--- src/sv/ppf_pkg.sv ---
// ----------------------------------------------------------------------------
// ppf_pkg
// Shared types and constants of the protocol / port / prefix packet filter.
// ----------------------------------------------------------------------------
package ppf_pkg;

    localparam int SLOT_W    = 4;
    localparam int SLOT_SPAN = 2 ** SLOT_W;
    localparam int ADDR_W    = 128;
    localparam int HALF_W    = 64;
    localparam int PROTO_W   = 8;
    localparam int PORT_W    = 16;
    localparam int PREFIX_W  = 8;
    localparam int QDEPTH    = 2;

    localparam logic [PREFIX_W-1:0] PREFIX_MAX = PREFIX_W'(ADDR_W);

    typedef enum logic [1:0] {
        OP_CLASSIFY    = 2'd0,
        OP_WRITE_PROTO = 2'd1,
        OP_WRITE_RANGE = 2'd2
    } opcode_t;

    typedef enum logic [1:0] {
        FAM_IPV4 = 2'd0,
        FAM_IPV6 = 2'd1
    } family_t;

    typedef enum logic [1:0] {
        CMD_CLASSIFY,
        CMD_PROTO,
        CMD_RANGE
    } cmd_kind_t;

    typedef enum logic [1:0] {
        ST_IDLE,
        ST_SCAN,
        ST_DRAIN,
        ST_DONE
    } back_state_t;

    // decoded work item passed from front to back
    typedef struct packed {
        cmd_kind_t             kind;
        logic [SLOT_W-1:0]     slot;
        logic                  enable;
        logic [PROTO_W-1:0]    proto;
        logic                  port_on;
        logic [PORT_W-1:0]     port;
        logic                  fam_ip;
        logic [ADDR_W-1:0]     addr;
        logic [PREFIX_W-1:0]   prefix;
    } cmd_t;

    typedef struct packed {
        logic [PROTO_W-1:0] number;
        logic               port_on;
        logic [PORT_W-1:0]  port;
    } proto_entry_t;

    typedef struct packed {
        logic [ADDR_W-1:0]   base;
        logic [PREFIX_W-1:0] prefix;
    } range_entry_t;

endpackage

--- src/sv/ppf_ram.sv ---
// ----------------------------------------------------------------------------
// ppf_ram
// Generic single write port, single read port RAM with registered read data.
// ----------------------------------------------------------------------------
module ppf_ram #(
    parameter int WIDTH = 8,
    parameter int DEPTH = 16
) (
    input  logic                                   clk,
    input  logic                                   we,
    input  logic [(DEPTH > 1 ? $clog2(DEPTH) : 1)-1:0] waddr,
    input  logic [WIDTH-1:0]                       wdata,
    input  logic                                   re,
    input  logic [(DEPTH > 1 ? $clog2(DEPTH) : 1)-1:0] raddr,
    output logic [WIDTH-1:0]                       rdata
);

    logic [WIDTH-1:0] mem_reg [DEPTH];
    logic [WIDTH-1:0] rdata_reg;

    always_ff @(posedge clk)
    begin
        if (we)
        begin
            mem_reg[waddr] <= wdata;
        end
        if (re)
        begin
            rdata_reg <= mem_reg[raddr];
        end
    end

    assign rdata = rdata_reg;

endmodule

--- src/sv/ppf_front.sv ---
// ----------------------------------------------------------------------------
// ppf_front
// Accepts items, decodes the opcode, drops items without effect and maps
// IPv4 destinations into the IPv6 space before queuing.
// ----------------------------------------------------------------------------
module ppf_front
    import ppf_pkg::*;
#(
    parameter int PROTO_RULES = 16,
    parameter int RANGE_RULES = 16
) (
    input  logic                push,
    output logic                full,
    input  logic [1:0]          opcode,
    input  logic [SLOT_W-1:0]   rule_slot,
    input  logic                entry_enable,
    input  logic [PROTO_W-1:0]  ip_protocol,
    input  logic                has_port,
    input  logic [PORT_W-1:0]   dest_port,
    input  logic [1:0]          addr_family,
    input  logic [HALF_W-1:0]   addr_upper,
    input  logic [HALF_W-1:0]   addr_lower,
    input  logic [PREFIX_W-1:0] prefix_bits,
    output logic                q_push,
    input  logic                q_full,
    output cmd_t                q_cmd
);

    logic keep;

    assign full = q_full;

    always_comb
    begin
        q_cmd.kind    = CMD_CLASSIFY;
        q_cmd.slot    = rule_slot;
        q_cmd.enable  = entry_enable;
        q_cmd.proto   = ip_protocol;
        q_cmd.port_on = has_port;
        q_cmd.port    = dest_port;
        q_cmd.fam_ip  = 1'b0;
        q_cmd.addr    = {addr_upper, addr_lower};
        q_cmd.prefix  = (prefix_bits > PREFIX_MAX) ? PREFIX_MAX : prefix_bits;
        keep          = 1'b0;

        case (opcode_t'(opcode))
            OP_CLASSIFY:
            begin
                keep = 1'b1;
                case (family_t'(addr_family))
                    FAM_IPV6:
                    begin
                        q_cmd.fam_ip = 1'b1;
                    end
                    FAM_IPV4:
                    begin
                        // ::ffff:a.b.c.d
                        q_cmd.fam_ip = 1'b1;
                        q_cmd.addr   = {{HALF_W{1'b0}}, 32'h0000_ffff, addr_lower[31:0]};
                    end
                    default:
                    begin
                        q_cmd.fam_ip = 1'b0;
                    end
                endcase
            end
            OP_WRITE_PROTO:
            begin
                q_cmd.kind = CMD_PROTO;
                keep       = (32'(rule_slot) < PROTO_RULES);
            end
            OP_WRITE_RANGE:
            begin
                q_cmd.kind = CMD_RANGE;
                keep       = (32'(rule_slot) < RANGE_RULES);
            end
            default:
            begin
                keep = 1'b0;
            end
        endcase
    end

    // unused opcodes and writes beyond the table are dropped on transfer
    assign q_push = push && !q_full && keep;

endmodule

--- src/sv/ppf_queue.sv ---
// ----------------------------------------------------------------------------
// ppf_queue
// Short queue of decoded items between the front and the back.
// ----------------------------------------------------------------------------
module ppf_queue
    import ppf_pkg::*;
(
    input  logic clk,
    input  logic rst_n,
    input  logic push,
    output logic full,
    input  cmd_t wdata,
    input  logic pop,
    output logic empty,
    output cmd_t rdata
);

    localparam int AW = (QDEPTH > 1) ? $clog2(QDEPTH) : 1;
    localparam int CW = $clog2(QDEPTH + 1);

    cmd_t          data_reg [QDEPTH];
    logic [AW-1:0] wptr_reg, wptr_next;
    logic [AW-1:0] rptr_reg, rptr_next;
    logic [CW-1:0] cnt_reg, cnt_next;

    assign full  = (cnt_reg == CW'(QDEPTH));
    assign empty = (cnt_reg == '0);
    assign rdata = data_reg[rptr_reg];

    always_comb
    begin
        wptr_next = wptr_reg;
        rptr_next = rptr_reg;
        cnt_next  = cnt_reg;
        if (push)
        begin
            wptr_next = (wptr_reg == AW'(QDEPTH - 1)) ? '0 : wptr_reg + 1'b1;
        end
        if (pop)
        begin
            rptr_next = (rptr_reg == AW'(QDEPTH - 1)) ? '0 : rptr_reg + 1'b1;
        end
        if (push && !pop)
        begin
            cnt_next = cnt_reg + 1'b1;
        end
        else if (pop && !push)
        begin
            cnt_next = cnt_reg - 1'b1;
        end
    end

    always_ff @(posedge clk or negedge rst_n)
    begin
        if (!rst_n)
        begin
            wptr_reg <= '0;
            rptr_reg <= '0;
            cnt_reg  <= '0;
        end
        else
        begin
            wptr_reg <= wptr_next;
            rptr_reg <= rptr_next;
            cnt_reg  <= cnt_next;
        end
    end

    always_ff @(posedge clk)
    begin
        if (push)
        begin
            data_reg[wptr_reg] <= wdata;
        end
    end

endmodule

--- src/sv/ppf_back.sv ---
// ----------------------------------------------------------------------------
// ppf_back
// Applies rule writes and classifies headers by scanning both rule memories,
// one entry of each per cycle, into an output result register.
// ----------------------------------------------------------------------------
module ppf_back
    import ppf_pkg::*;
#(
    parameter int PROTO_RULES = 16,
    parameter int RANGE_RULES = 16
) (
    input  logic clk,
    input  logic rst_n,
    input  logic q_empty,
    output logic q_pop,
    input  cmd_t q_cmd,
    output logic res_empty,
    input  logic res_pop,
    output logic allowed,
    output logic [(PROTO_RULES < SLOT_SPAN ? PROTO_RULES : SLOT_SPAN)-1:0] proto_valid,
    output logic [$clog2((PROTO_RULES < SLOT_SPAN ? PROTO_RULES : SLOT_SPAN) + 1)-1:0]
                 proto_cnt,
    output logic [(RANGE_RULES < SLOT_SPAN ? RANGE_RULES : SLOT_SPAN)-1:0] range_valid,
    output logic [$clog2((RANGE_RULES < SLOT_SPAN ? RANGE_RULES : SLOT_SPAN) + 1)-1:0]
                 range_cnt
);

    localparam int PD   = (PROTO_RULES < SLOT_SPAN) ? PROTO_RULES : SLOT_SPAN;
    localparam int RD   = (RANGE_RULES < SLOT_SPAN) ? RANGE_RULES : SLOT_SPAN;
    localparam int PAW  = (PD > 1) ? $clog2(PD) : 1;
    localparam int RAW  = (RD > 1) ? $clog2(RD) : 1;
    localparam int PCW  = $clog2(PD + 1);
    localparam int RCW  = $clog2(RD + 1);
    localparam int SCAN = (PD > RD) ? PD : RD;
    localparam int SW   = (SCAN > 1) ? $clog2(SCAN) : 1;
    localparam int PEW  = $bits(proto_entry_t);
    localparam int REW  = $bits(range_entry_t);

    back_state_t   state_reg, state_next;
    logic [PD-1:0] pvalid_reg, pvalid_next;
    logic [RD-1:0] rvalid_reg, rvalid_next;
    logic [PCW-1:0] pcnt_reg, pcnt_next;
    logic [RCW-1:0] rcnt_reg, rcnt_next;
    logic          res_vld_reg, res_vld_next;
    logic          chk_vld_reg, chk_vld_next;

    cmd_t          hdr_reg, hdr_next;
    logic [SW-1:0] idx_reg, idx_next;
    logic [SW-1:0] chk_idx_reg, chk_idx_next;
    logic          p_hit_reg, p_hit_next;
    logic          r_hit_reg, r_hit_next;
    logic          hold_reg, hold_next;
    logic          allowed_reg, allowed_next;

    logic           p_we, r_we, rd_en;
    logic [PAW-1:0] p_waddr;
    logic [RAW-1:0] r_waddr;
    logic [PEW-1:0] p_rdata;
    logic [REW-1:0] r_rdata;
    proto_entry_t   p_wentry, p_entry;
    range_entry_t   r_wentry, r_entry;
    logic           p_in, r_in;
    logic           p_hit_now, r_hit_now;
    logic [ADDR_W-1:0] r_mask;

    assign p_waddr = PAW'(q_cmd.slot);
    assign r_waddr = RAW'(q_cmd.slot);

    assign p_wentry.number  = q_cmd.proto;
    assign p_wentry.port_on = q_cmd.port_on;
    assign p_wentry.port    = q_cmd.port;
    assign r_wentry.base    = q_cmd.addr;
    assign r_wentry.prefix  = q_cmd.prefix;

    ppf_ram #(
        .WIDTH(PEW),
        .DEPTH(PD)
    ) u_proto_ram (
        .clk   (clk),
        .we    (p_we),
        .waddr (p_waddr),
        .wdata (p_wentry),
        .re    (rd_en),
        .raddr (idx_reg[PAW-1:0]),
        .rdata (p_rdata)
    );

    ppf_ram #(
        .WIDTH(REW),
        .DEPTH(RD)
    ) u_range_ram (
        .clk   (clk),
        .we    (r_we),
        .waddr (r_waddr),
        .wdata (r_wentry),
        .re    (rd_en),
        .raddr (idx_reg[RAW-1:0]),
        .rdata (r_rdata)
    );

    // compare of the entry read in the previous cycle
    always_comb
    begin
        p_entry   = proto_entry_t'(p_rdata);
        r_entry   = range_entry_t'(r_rdata);
        p_in      = ({1'b0, chk_idx_reg} < (SW + 1)'(PD));
        r_in      = ({1'b0, chk_idx_reg} < (SW + 1)'(RD));
        r_mask    = ~({ADDR_W{1'b1}} >> r_entry.prefix);
        p_hit_now = chk_vld_reg && p_in && pvalid_reg[chk_idx_reg[PAW-1:0]]
                    && (p_entry.number == hdr_reg.proto)
                    && (!p_entry.port_on || !hdr_reg.port_on
                        || (p_entry.port == hdr_reg.port));
        r_hit_now = chk_vld_reg && r_in && rvalid_reg[chk_idx_reg[RAW-1:0]]
                    && (((hdr_reg.addr ^ r_entry.base) & r_mask) == '0);
    end

    always_comb
    begin
        state_next   = state_reg;
        pvalid_next  = pvalid_reg;
        rvalid_next  = rvalid_reg;
        pcnt_next    = pcnt_reg;
        rcnt_next    = rcnt_reg;
        res_vld_next = res_vld_reg;
        chk_vld_next = 1'b0;
        hdr_next     = hdr_reg;
        idx_next     = idx_reg;
        chk_idx_next = chk_idx_reg;
        p_hit_next   = p_hit_reg;
        r_hit_next   = r_hit_reg;
        hold_next    = hold_reg;
        allowed_next = allowed_reg;
        q_pop        = 1'b0;
        p_we         = 1'b0;
        r_we         = 1'b0;
        rd_en        = 1'b0;

        if (chk_vld_reg)
        begin
            p_hit_next = p_hit_reg | p_hit_now;
            r_hit_next = r_hit_reg | r_hit_now;
        end

        if (res_pop && res_vld_reg)
        begin
            res_vld_next = 1'b0;
        end

        case (state_reg)
            ST_IDLE:
            begin
                if (!q_empty)
                begin
                    q_pop = 1'b1;
                    case (q_cmd.kind)
                        CMD_PROTO:
                        begin
                            // a disable keeps the data and drops only the valid bit
                            p_we                 = q_cmd.enable;
                            pvalid_next[p_waddr] = q_cmd.enable;
                            if (q_cmd.enable && !pvalid_reg[p_waddr])
                            begin
                                pcnt_next = pcnt_reg + 1'b1;
                            end
                            else if (!q_cmd.enable && pvalid_reg[p_waddr])
                            begin
                                pcnt_next = pcnt_reg - 1'b1;
                            end
                        end
                        CMD_RANGE:
                        begin
                            r_we                 = q_cmd.enable;
                            rvalid_next[r_waddr] = q_cmd.enable;
                            if (q_cmd.enable && !rvalid_reg[r_waddr])
                            begin
                                rcnt_next = rcnt_reg + 1'b1;
                            end
                            else if (!q_cmd.enable && rvalid_reg[r_waddr])
                            begin
                                rcnt_next = rcnt_reg - 1'b1;
                            end
                        end
                        CMD_CLASSIFY:
                        begin
                            hdr_next = q_cmd;
                            if (pcnt_reg == '0 && rcnt_reg == '0)
                            begin
                                // empty rule set lets everything through
                                hold_next  = 1'b1;
                                state_next = ST_DONE;
                            end
                            else
                            begin
                                idx_next   = '0;
                                p_hit_next = 1'b0;
                                r_hit_next = 1'b0;
                                state_next = ST_SCAN;
                            end
                        end
                        default:
                        begin
                            state_next = ST_IDLE;
                        end
                    endcase
                end
            end
            ST_SCAN:
            begin
                rd_en        = 1'b1;
                chk_vld_next = 1'b1;
                chk_idx_next = idx_reg;
                if (idx_reg == SW'(SCAN - 1))
                begin
                    state_next = ST_DRAIN;
                end
                else
                begin
                    idx_next = idx_reg + 1'b1;
                end
            end
            ST_DRAIN:
            begin
                hold_next  = (p_hit_reg | p_hit_now)
                             | ((rcnt_reg != '0) && hdr_reg.fam_ip
                                && (r_hit_reg | r_hit_now));
                state_next = ST_DONE;
            end
            ST_DONE:
            begin
                if (!res_vld_reg || res_pop)
                begin
                    res_vld_next = 1'b1;
                    allowed_next = hold_reg;
                    state_next   = ST_IDLE;
                end
            end
            default:
            begin
                state_next = ST_IDLE;
            end
        endcase
    end

    always_ff @(posedge clk or negedge rst_n)
    begin
        if (!rst_n)
        begin
            state_reg   <= ST_IDLE;
            pvalid_reg  <= '0;
            rvalid_reg  <= '0;
            pcnt_reg    <= '0;
            rcnt_reg    <= '0;
            res_vld_reg <= 1'b0;
            chk_vld_reg <= 1'b0;
        end
        else
        begin
            state_reg   <= state_next;
            pvalid_reg  <= pvalid_next;
            rvalid_reg  <= rvalid_next;
            pcnt_reg    <= pcnt_next;
            rcnt_reg    <= rcnt_next;
            res_vld_reg <= res_vld_next;
            chk_vld_reg <= chk_vld_next;
        end
    end

    always_ff @(posedge clk)
    begin
        hdr_reg     <= hdr_next;
        idx_reg     <= idx_next;
        chk_idx_reg <= chk_idx_next;
        p_hit_reg   <= p_hit_next;
        r_hit_reg   <= r_hit_next;
        hold_reg    <= hold_next;
        allowed_reg <= allowed_next;
    end

    assign res_empty   = !res_vld_reg;
    assign allowed     = allowed_reg;
    assign proto_valid = pvalid_reg;
    assign proto_cnt   = pcnt_reg;
    assign range_valid = rvalid_reg;
    assign range_cnt   = rcnt_reg;

endmodule

--- src/sv/protocol_port_prefix_filter.sv ---
// ----------------------------------------------------------------------------
// protocol_port_prefix_filter
// Packet access filter with a protocol/port rule table and a prefix range table.
// ----------------------------------------------------------------------------
// Items enter through a push/full queue port and are decoded by the front into
// a two-entry queue; the back applies rule writes and classifies headers. A rule
// write is applied as the back pops it and gives no result. In the back a classify
// item is popped, then both rule memories (depths P and R, at most 16 each, the
// reach of rule_slot) are scanned one entry per cycle through their single read
// port, then the last compare is finished, and the result register is loaded when
// it is empty or being popped. With no valid rule in either table a classify item
// skips the scan and is allowed. Results wait in an output register read through
// empty/pop while the front keeps queuing items.
// ----------------------------------------------------------------------------
module protocol_port_prefix_filter
    import ppf_pkg::*;
#(
    parameter int PROTO_RULES = 16,
    parameter int RANGE_RULES = 16
) (
    input  logic                clk,
    input  logic                rst_n,
    input  logic                push,
    output logic                full,
    input  logic [1:0]          opcode,
    input  logic [SLOT_W-1:0]   rule_slot,
    input  logic                entry_enable,
    input  logic [PROTO_W-1:0]  ip_protocol,
    input  logic                has_port,
    input  logic [PORT_W-1:0]   dest_port,
    input  logic [1:0]          addr_family,
    input  logic [HALF_W-1:0]   addr_upper,
    input  logic [HALF_W-1:0]   addr_lower,
    input  logic [PREFIX_W-1:0] prefix_bits,
    output logic                empty,
    input  logic                pop,
    output logic                allowed
);

    localparam int PD  = (PROTO_RULES < SLOT_SPAN) ? PROTO_RULES : SLOT_SPAN;
    localparam int RD  = (RANGE_RULES < SLOT_SPAN) ? RANGE_RULES : SLOT_SPAN;
    localparam int PCW = $clog2(PD + 1);
    localparam int RCW = $clog2(RD + 1);

    logic           q_push, q_full, q_pop, q_empty;
    cmd_t           q_wcmd, q_rcmd;
    logic [PD-1:0]  proto_valid;
    logic [RD-1:0]  range_valid;
    logic [PCW-1:0] proto_cnt;
    logic [RCW-1:0] range_cnt;

    ppf_front #(
        .PROTO_RULES(PROTO_RULES),
        .RANGE_RULES(RANGE_RULES)
    ) u_front (
        .push         (push),
        .full         (full),
        .opcode       (opcode),
        .rule_slot    (rule_slot),
        .entry_enable (entry_enable),
        .ip_protocol  (ip_protocol),
        .has_port     (has_port),
        .dest_port    (dest_port),
        .addr_family  (addr_family),
        .addr_upper   (addr_upper),
        .addr_lower   (addr_lower),
        .prefix_bits  (prefix_bits),
        .q_push       (q_push),
        .q_full       (q_full),
        .q_cmd        (q_wcmd)
    );

    ppf_queue u_queue (
        .clk   (clk),
        .rst_n (rst_n),
        .push  (q_push),
        .full  (q_full),
        .wdata (q_wcmd),
        .pop   (q_pop),
        .empty (q_empty),
        .rdata (q_rcmd)
    );

    ppf_back #(
        .PROTO_RULES(PROTO_RULES),
        .RANGE_RULES(RANGE_RULES)
    ) u_back (
        .clk         (clk),
        .rst_n       (rst_n),
        .q_empty     (q_empty),
        .q_pop       (q_pop),
        .q_cmd       (q_rcmd),
        .res_empty   (empty),
        .res_pop     (pop),
        .allowed     (allowed),
        .proto_valid (proto_valid),
        .proto_cnt   (proto_cnt),
        .range_valid (range_valid),
        .range_cnt   (range_cnt)
    );

    // valid-entry counters must track the valid bits they summarize
    a_proto_cnt: assert property (@(posedge clk) disable iff (!rst_n)
        32'(proto_cnt) == $countones(proto_valid))
        else $error("protocol rule count out of step with valid bits");

    a_range_cnt: assert property (@(posedge clk) disable iff (!rst_n)
        32'(range_cnt) == $countones(range_valid))
        else $error("range rule count out of step with valid bits");

    // the back only takes from the queue when something is there
    a_queue_pop: assert property (@(posedge clk) disable iff (!rst_n)
        q_pop |-> !q_empty)
        else $error("pop from empty item queue");

endmodule
--- config.mk ---
export PLATFORM = sky130hd
export DESIGN_NAME = protocol_port_prefix_filter
export DESIGN_NICKNAME = d
export VERILOG_FILES = /design/src/sv/ppf_pkg.sv /design/src/sv/ppf_ram.sv /design/src/sv/ppf_front.sv /design/src/sv/ppf_queue.sv /design/src/sv/ppf_back.sv /design/src/sv/protocol_port_prefix_filter.sv
export SDC_FILE = /design/constraint.sdc
export NUM_CORES = 2
export LEC_CHECK = 0
export BUFFER_PORTS_ARGS = -buffer_cell sky130_fd_sc_hd__buf_2
export CAP_MARGIN = 25
export CORE_AREA = 2 2 480 482
export DETAILED_ROUTE_END_ITERATION = 7
export DIE_AREA = 0 0 482 484
export HOLD_SLACK_MARGIN = 0.08
export PLACE_DENSITY = 0.75
export SETUP_SLACK_MARGIN = 0.5
export SKIP_CTS_REPAIR_TIMING = 1
export SYNTH_ARGS = -nofsm -noshare
export SYNTH_HDL_FRONTEND = slang
export SYNTH_SLANG_ARGS = --single-unit
--- constraint.sdc ---
create_clock -name clk -period 21.6 [get_ports clk]
set_input_delay 2.16 -clock clk [delete_from_list [all_inputs] [get_ports clk]]
set_output_delay 2.16 -clock clk [all_outputs]
set_load 0.02 [all_outputs]
; ---- Word level (Yosys, flattened, before mapping)
; Memory sizes are Yosys's and may differ from the RTL's. A register that Yosys moved wholly into a read port is not among the register bits.
; Cells that the tools add are included.
[totals]
regBits = 216
latchBits = 0
mem_bits_rw = 2914
rom_bits = 0
wordCells = 190
memories = 3
[mem_list]
columns = name, depth, word_bits, read_ports, rd_ports_with_merged_regs, write_ports, line
row1 = u_back.u_range_ram.mem_reg, 16, 136, 1, 1, 1, ppf_ram.sv:18  ; logic [WIDTH-1:0] mem_reg [DEPTH];
row2 = u_back.u_proto_ram.mem_reg, 16, 25, 1, 1, 1, ppf_ram.sv:18
row3 = u_queue.data_reg, 2, 169, 1, 0, 1, ppf_queue.sv:21  ; cmd_t data_reg [QDEPTH];
[classes]
n_addsub = 9
n_mul = 0
n_div = 0
magnitude_cmp = 4
n_eq_ne = 20
n_shift = 1
mux = 69
n_bitwise = 7
n_reduce_logical = 56
[ops]
columns = operator, count
row1 = $mux 129, 1
row2 = $and 128x128->128, 1
row3 = $logic_not 128->1, 1
row4 = $mux 128, 1
row5 = $not 128->128, 1
row6 = $shr 128x8->128 const A, 1
row7 = $xor 128x128->128, 1
row8 = $mux 1, 40
row9 = $bwmux 16, 2
row10 = $mux 5, 4
row11 = $logic_and 1x1->1, 18
row12 = $bmux 1 s4, 4
row13 = $eq 16x16->1, 1
row14 = $mux 4, 4
row15 = $reduce_and 4->1, 4
row16 = $mux 2, 6
row17 = $add 5x1->5 const B, 2
row18 = $eq 2x2->1 const B, 5
row19 = $logic_not 2->1, 5
row20 = $logic_not 5->1, 2
row21 = $lt 4x5->1 const B, 2
row22 = $ne 2x2->1 const B, 5
row23 = $reduce_bool 2->1, 5
row24 = $sub 5x1->5 const B, 2
row25 = other kinds (26), 48

; ---- Longest topological paths before layout
[logic_depth]
depth_word = 11
depth_mapped = 15
depth_no_buf = 13

; ---- Modules after synthesis
; From an unflattened synthesis, not the netlist that was laid out.
[unflattened]
cells_unflattened = 5805
area_unflattened_um2 = 126545.1
[modules_own_cells]
columns = module, instances, cells_per_inst, area_per_inst_um2, seq_area_each_um2
row1 = ppf_ram at u_back.u_range_ram, 1, 3548, 85708.5, 69426.6
row2 = ppf_ram at u_back.u_proto_ram, 1, 660, 15801.4, 12762.2
row3 = ppf_queue, 1, 542, 12784.8, 10249.8
row4 = ppf_back, 1, 872, 11013.1, 6115.9
row5 = ppf_front, 1, 183, 1237.4, 0.0

; ---- Least setup slack after synthesis
; Ideal clock, no wire load.
[synth_path]
kind = register to register
from = reg u_queue.rptr_reg
to = mem u_back.u_range_ram.mem_reg[7][0] (netlist bit) (enable)
arrival_time_ns = 14.918
required_time_ns = 20.636
slack_ns = 5.717
path_stages_with_launch = 8
n_path_buf = 3
period_less_slack_ns = 15.883
cell_sequence = dfrtp_1 -> clkbuf_1 -> buf_1 -> clkbuf_1 -> mux2i_1 -> ha_1 -> nand3_1 -> nor4_1
[synth_via]
elab_chain_cells = 7
[synth_lines]
columns = item, line
row1 = start: declaration, ppf_queue.sv:23  ; logic [AW-1:0] rptr_reg, rptr_next;
row2 = start signal: assignment, ppf_queue.sv:64  ; rptr_reg <= rptr_next;
row3 = $mem_v2 2x169 *, -
row4 = $eq 2x2->1, ppf_back.sv:155  ; case (q_cmd.kind)
row5 = $mux 1, ppf_back.sv:155
row6 = $mux 1, ppf_back.sv:152  ; if (!q_empty)
row7 = $mux 1, ppf_back.sv:149  ; case (state_reg)
row8 = $mux 1, ppf_ram.sv:23  ; if (we)
row9 = $mux 1 (implied by the code), ppf_ram.sv:25  ; mem_reg[waddr] <= wdata;
row10 = end: declaration, ppf_ram.sv:18
; Every way passes the cells marked *; elsewhere a longest branch is shown, timed or not.

==> out/metrics.csv <==
metric,value,unit
status,"finished, final reports clean",
final_common_cell,edfxtp_1,
worst_slack,15850,ps
grt_pass1_vias,59900,
cp-end-kind,flip-flop,
design_area,0.141,mm^2
drtIter0Drc,8587,
cts.sinks,3291,
cp.arrival,6420,ps
cp_max_fo,48,
cts_max_path_buffers,4,
slew_violations,0,
netlist_instances,5322,
holdCritStartpoint,u_back.hold_reg,
synth_xor_area_share,1.18,%
portBuffers,176,
overflow,0,
synth_compound_area_share,1.15,%
max-cap-violations,0,
syn-cell-area,0.125,mm^2
synthSimpleGateAreaFrac,1.41,%
drive_above_1_share,30.4,%
setup_viol,0,
dieArea,0.233,mm^2
grt_usage,25.4,%
synth-main-ff-cell,edfxtp_1,
start_kind,flip-flop,
largest_reg_flops,2176,
dpl.hpwl,147000,um
area_growth,12.4,%
fin_skew,77.0,ps
placedCellCount,8381,
final_util,61.5,%
insertion_delay,960,ps
wl_per_cell,32.9,um
mostFrequentLayoutCells,"edfxtp_1, mux4_2, clkbuf_16, buf_2, mux2_2",
synthAdderAreaFrac,0.210,%
synth_nets,5515,
setup_tns,0,ps
vias,58700,
cts_root_buffer,clkbuf_16,
fin_cells,8972,
grt_pass1_wl,424000,um
hold_ws,426,ps
hold_violations,0,
die_x,482,um
rsz0062_at_grt,false,
gp_congestion,0.904,
synth_cell_types,65,
period_minus_slack,5750,ps
max_freq,0.174,GHz
synth_edf_count,3239,
core-area,0.229,mm^2
synth_top_family_by_area,multiplexers,
holdPathStages,0,
ys_seq_area_share,78.8,%
powerDensity,131,mW/mm^2
hold_path_class,reg2reg,
reg2reg_slack,15850,ps
routed_via_density,6.54,
die_h,484,um
ios,177,
total_power,18.4,mW
worst_slew_pin_slew,1220,ps
dp_slack,15630,ps
routed_wl,295000,um
holdPathEnd,u_back.allowed,
ys_seq_elements,3291,
syn_area_per_cell,23.5,um^2
r2r_end,u_back.u_range_ram.rdata[64],
yosysWarnings,0,
async_flop_share,1.52,%
row_count,176,
critPathKind,reg2reg,
slew_headroom,18.5,%
finalCritPeriodShare,26.6,%
h-tree-depth,5,
antenna_found_initial,17,
reg2regPathDepth,8,
dpl_cell_area,0.130,mm^2
final_antenna_net_count,0,
r2r-start,u_back.idx_reg[0],
grt_max_degree,155,
clkTransAtPathRegs,60,ps
numCtsBuffers,333,
synth.area.mux_share,16.4,%
power_leakage,44.2,nW
critPathRequiredTime,22270,ps
peakVddDrop,118,uV
initial_core_util,54.7,%
drc,0,
firstDrtPassIters,7,
cts_tree,built,
nNetsFinal,5889,
==> power by group <==
group	internal [mW]	total [mW]	switching, mW
logic	1.80	4.46	2.66
registers	8.18	8.38	0.208
clock network	3.22	5.56	2.34
total	13.2	18.4	5.20
==> worst max-delay path, cell delays in order, from the launching register on <==
cell and delay (ps):
edfxtp_1 400, buf_4 760, buf_4 830, buf_4 760, buf_4 660, buf_4 570, buf_12 310, mux4_2 580
mux4_2 460
==> cell type report <==
cell class	instances	area (um^2)
sequential	3291	98600
fill	14800	88000
multi-input combinational	1756	25700
clock buffer	410	8800
tap	3026	3790
timing repair buffer	295	2090
clock inverter	169	1590
inverter	19	71.3
antenna	6	15.0
==> cell families after synthesis <==
| kind of cell | after synthesis |
|---|---|
| flops | 3291 |
| mux | 1000 |
| simple gates | 335 |
| buf+inv | 275 |
| compound gates | 232 |
| xor+xnor | 169 |
| fa+ha+maj | 20 |
==> worst max-delay path by stage <==
stage | startpoint | end | slack [ps] | cells past startpoint
after global placement | u_back.idx_reg[0] | u_back.u_range_ram.rdata[60] | 15690 | 7
after detailed placement | u_back.idx_reg[0] | u_back.u_range_ram.rdata[40] | 15630 | 7
final | u_back.idx_reg[0] | u_back.u_range_ram.rdata[64] | 15850 | 8
after floorplan | u_queue.rptr_reg | u_back.u_range_ram.mem_reg[7][0] | 5720 | 7
after global routing | u_back.idx_reg[0] | u_back.u_range_ram.rdata[64] | 15280 | 8
after CTS | u_back.idx_reg[0] | u_back.u_range_ram.rdata[64] | 15550 | 7
==> layer usage <==
metal / part of all wire (%) / wire length (um) / up-vias / global-route usage [%]
met5: 0.028 / 83 / - / 0
met4: 3.3 / 9780 / 12 / 8.37
met3: 9.4 / 27600 / 672 / 4.87
met2: 50 / 149000 / 3665 / 41.6
met1: 37 / 109000 / 31100 / 34.6
li1: - / - / 23200 / -
==> cell usage after synthesis (12+ instances only) <==
library cell	count	area (um^2)
o22ai_1	12	75.1
and2_1	13	81.3
mux2_2	168	1890
dfrtp_1	50	1250
a31oi_1	16	100
xnor2_1	75	657
edfxtp_1	3239	97300
nor4_1	19	119
a21o_1	21	158
nor3_1	18	90.1
or2_2	17	106
nand3_1	12	60.1
nand4_1	12	75.1
mux4_2	823	18500
clkbuf_1	173	649
nor2_1	73	274
ha_1	17	213
a21oi_1	62	310
buf_1	75	282
nor2b_1	93	582
nand2_1	51	191
inv_1	19	71.3
xor2_1	94	823
o21ai_0	59	295
(Power assumes the default switching activity.)
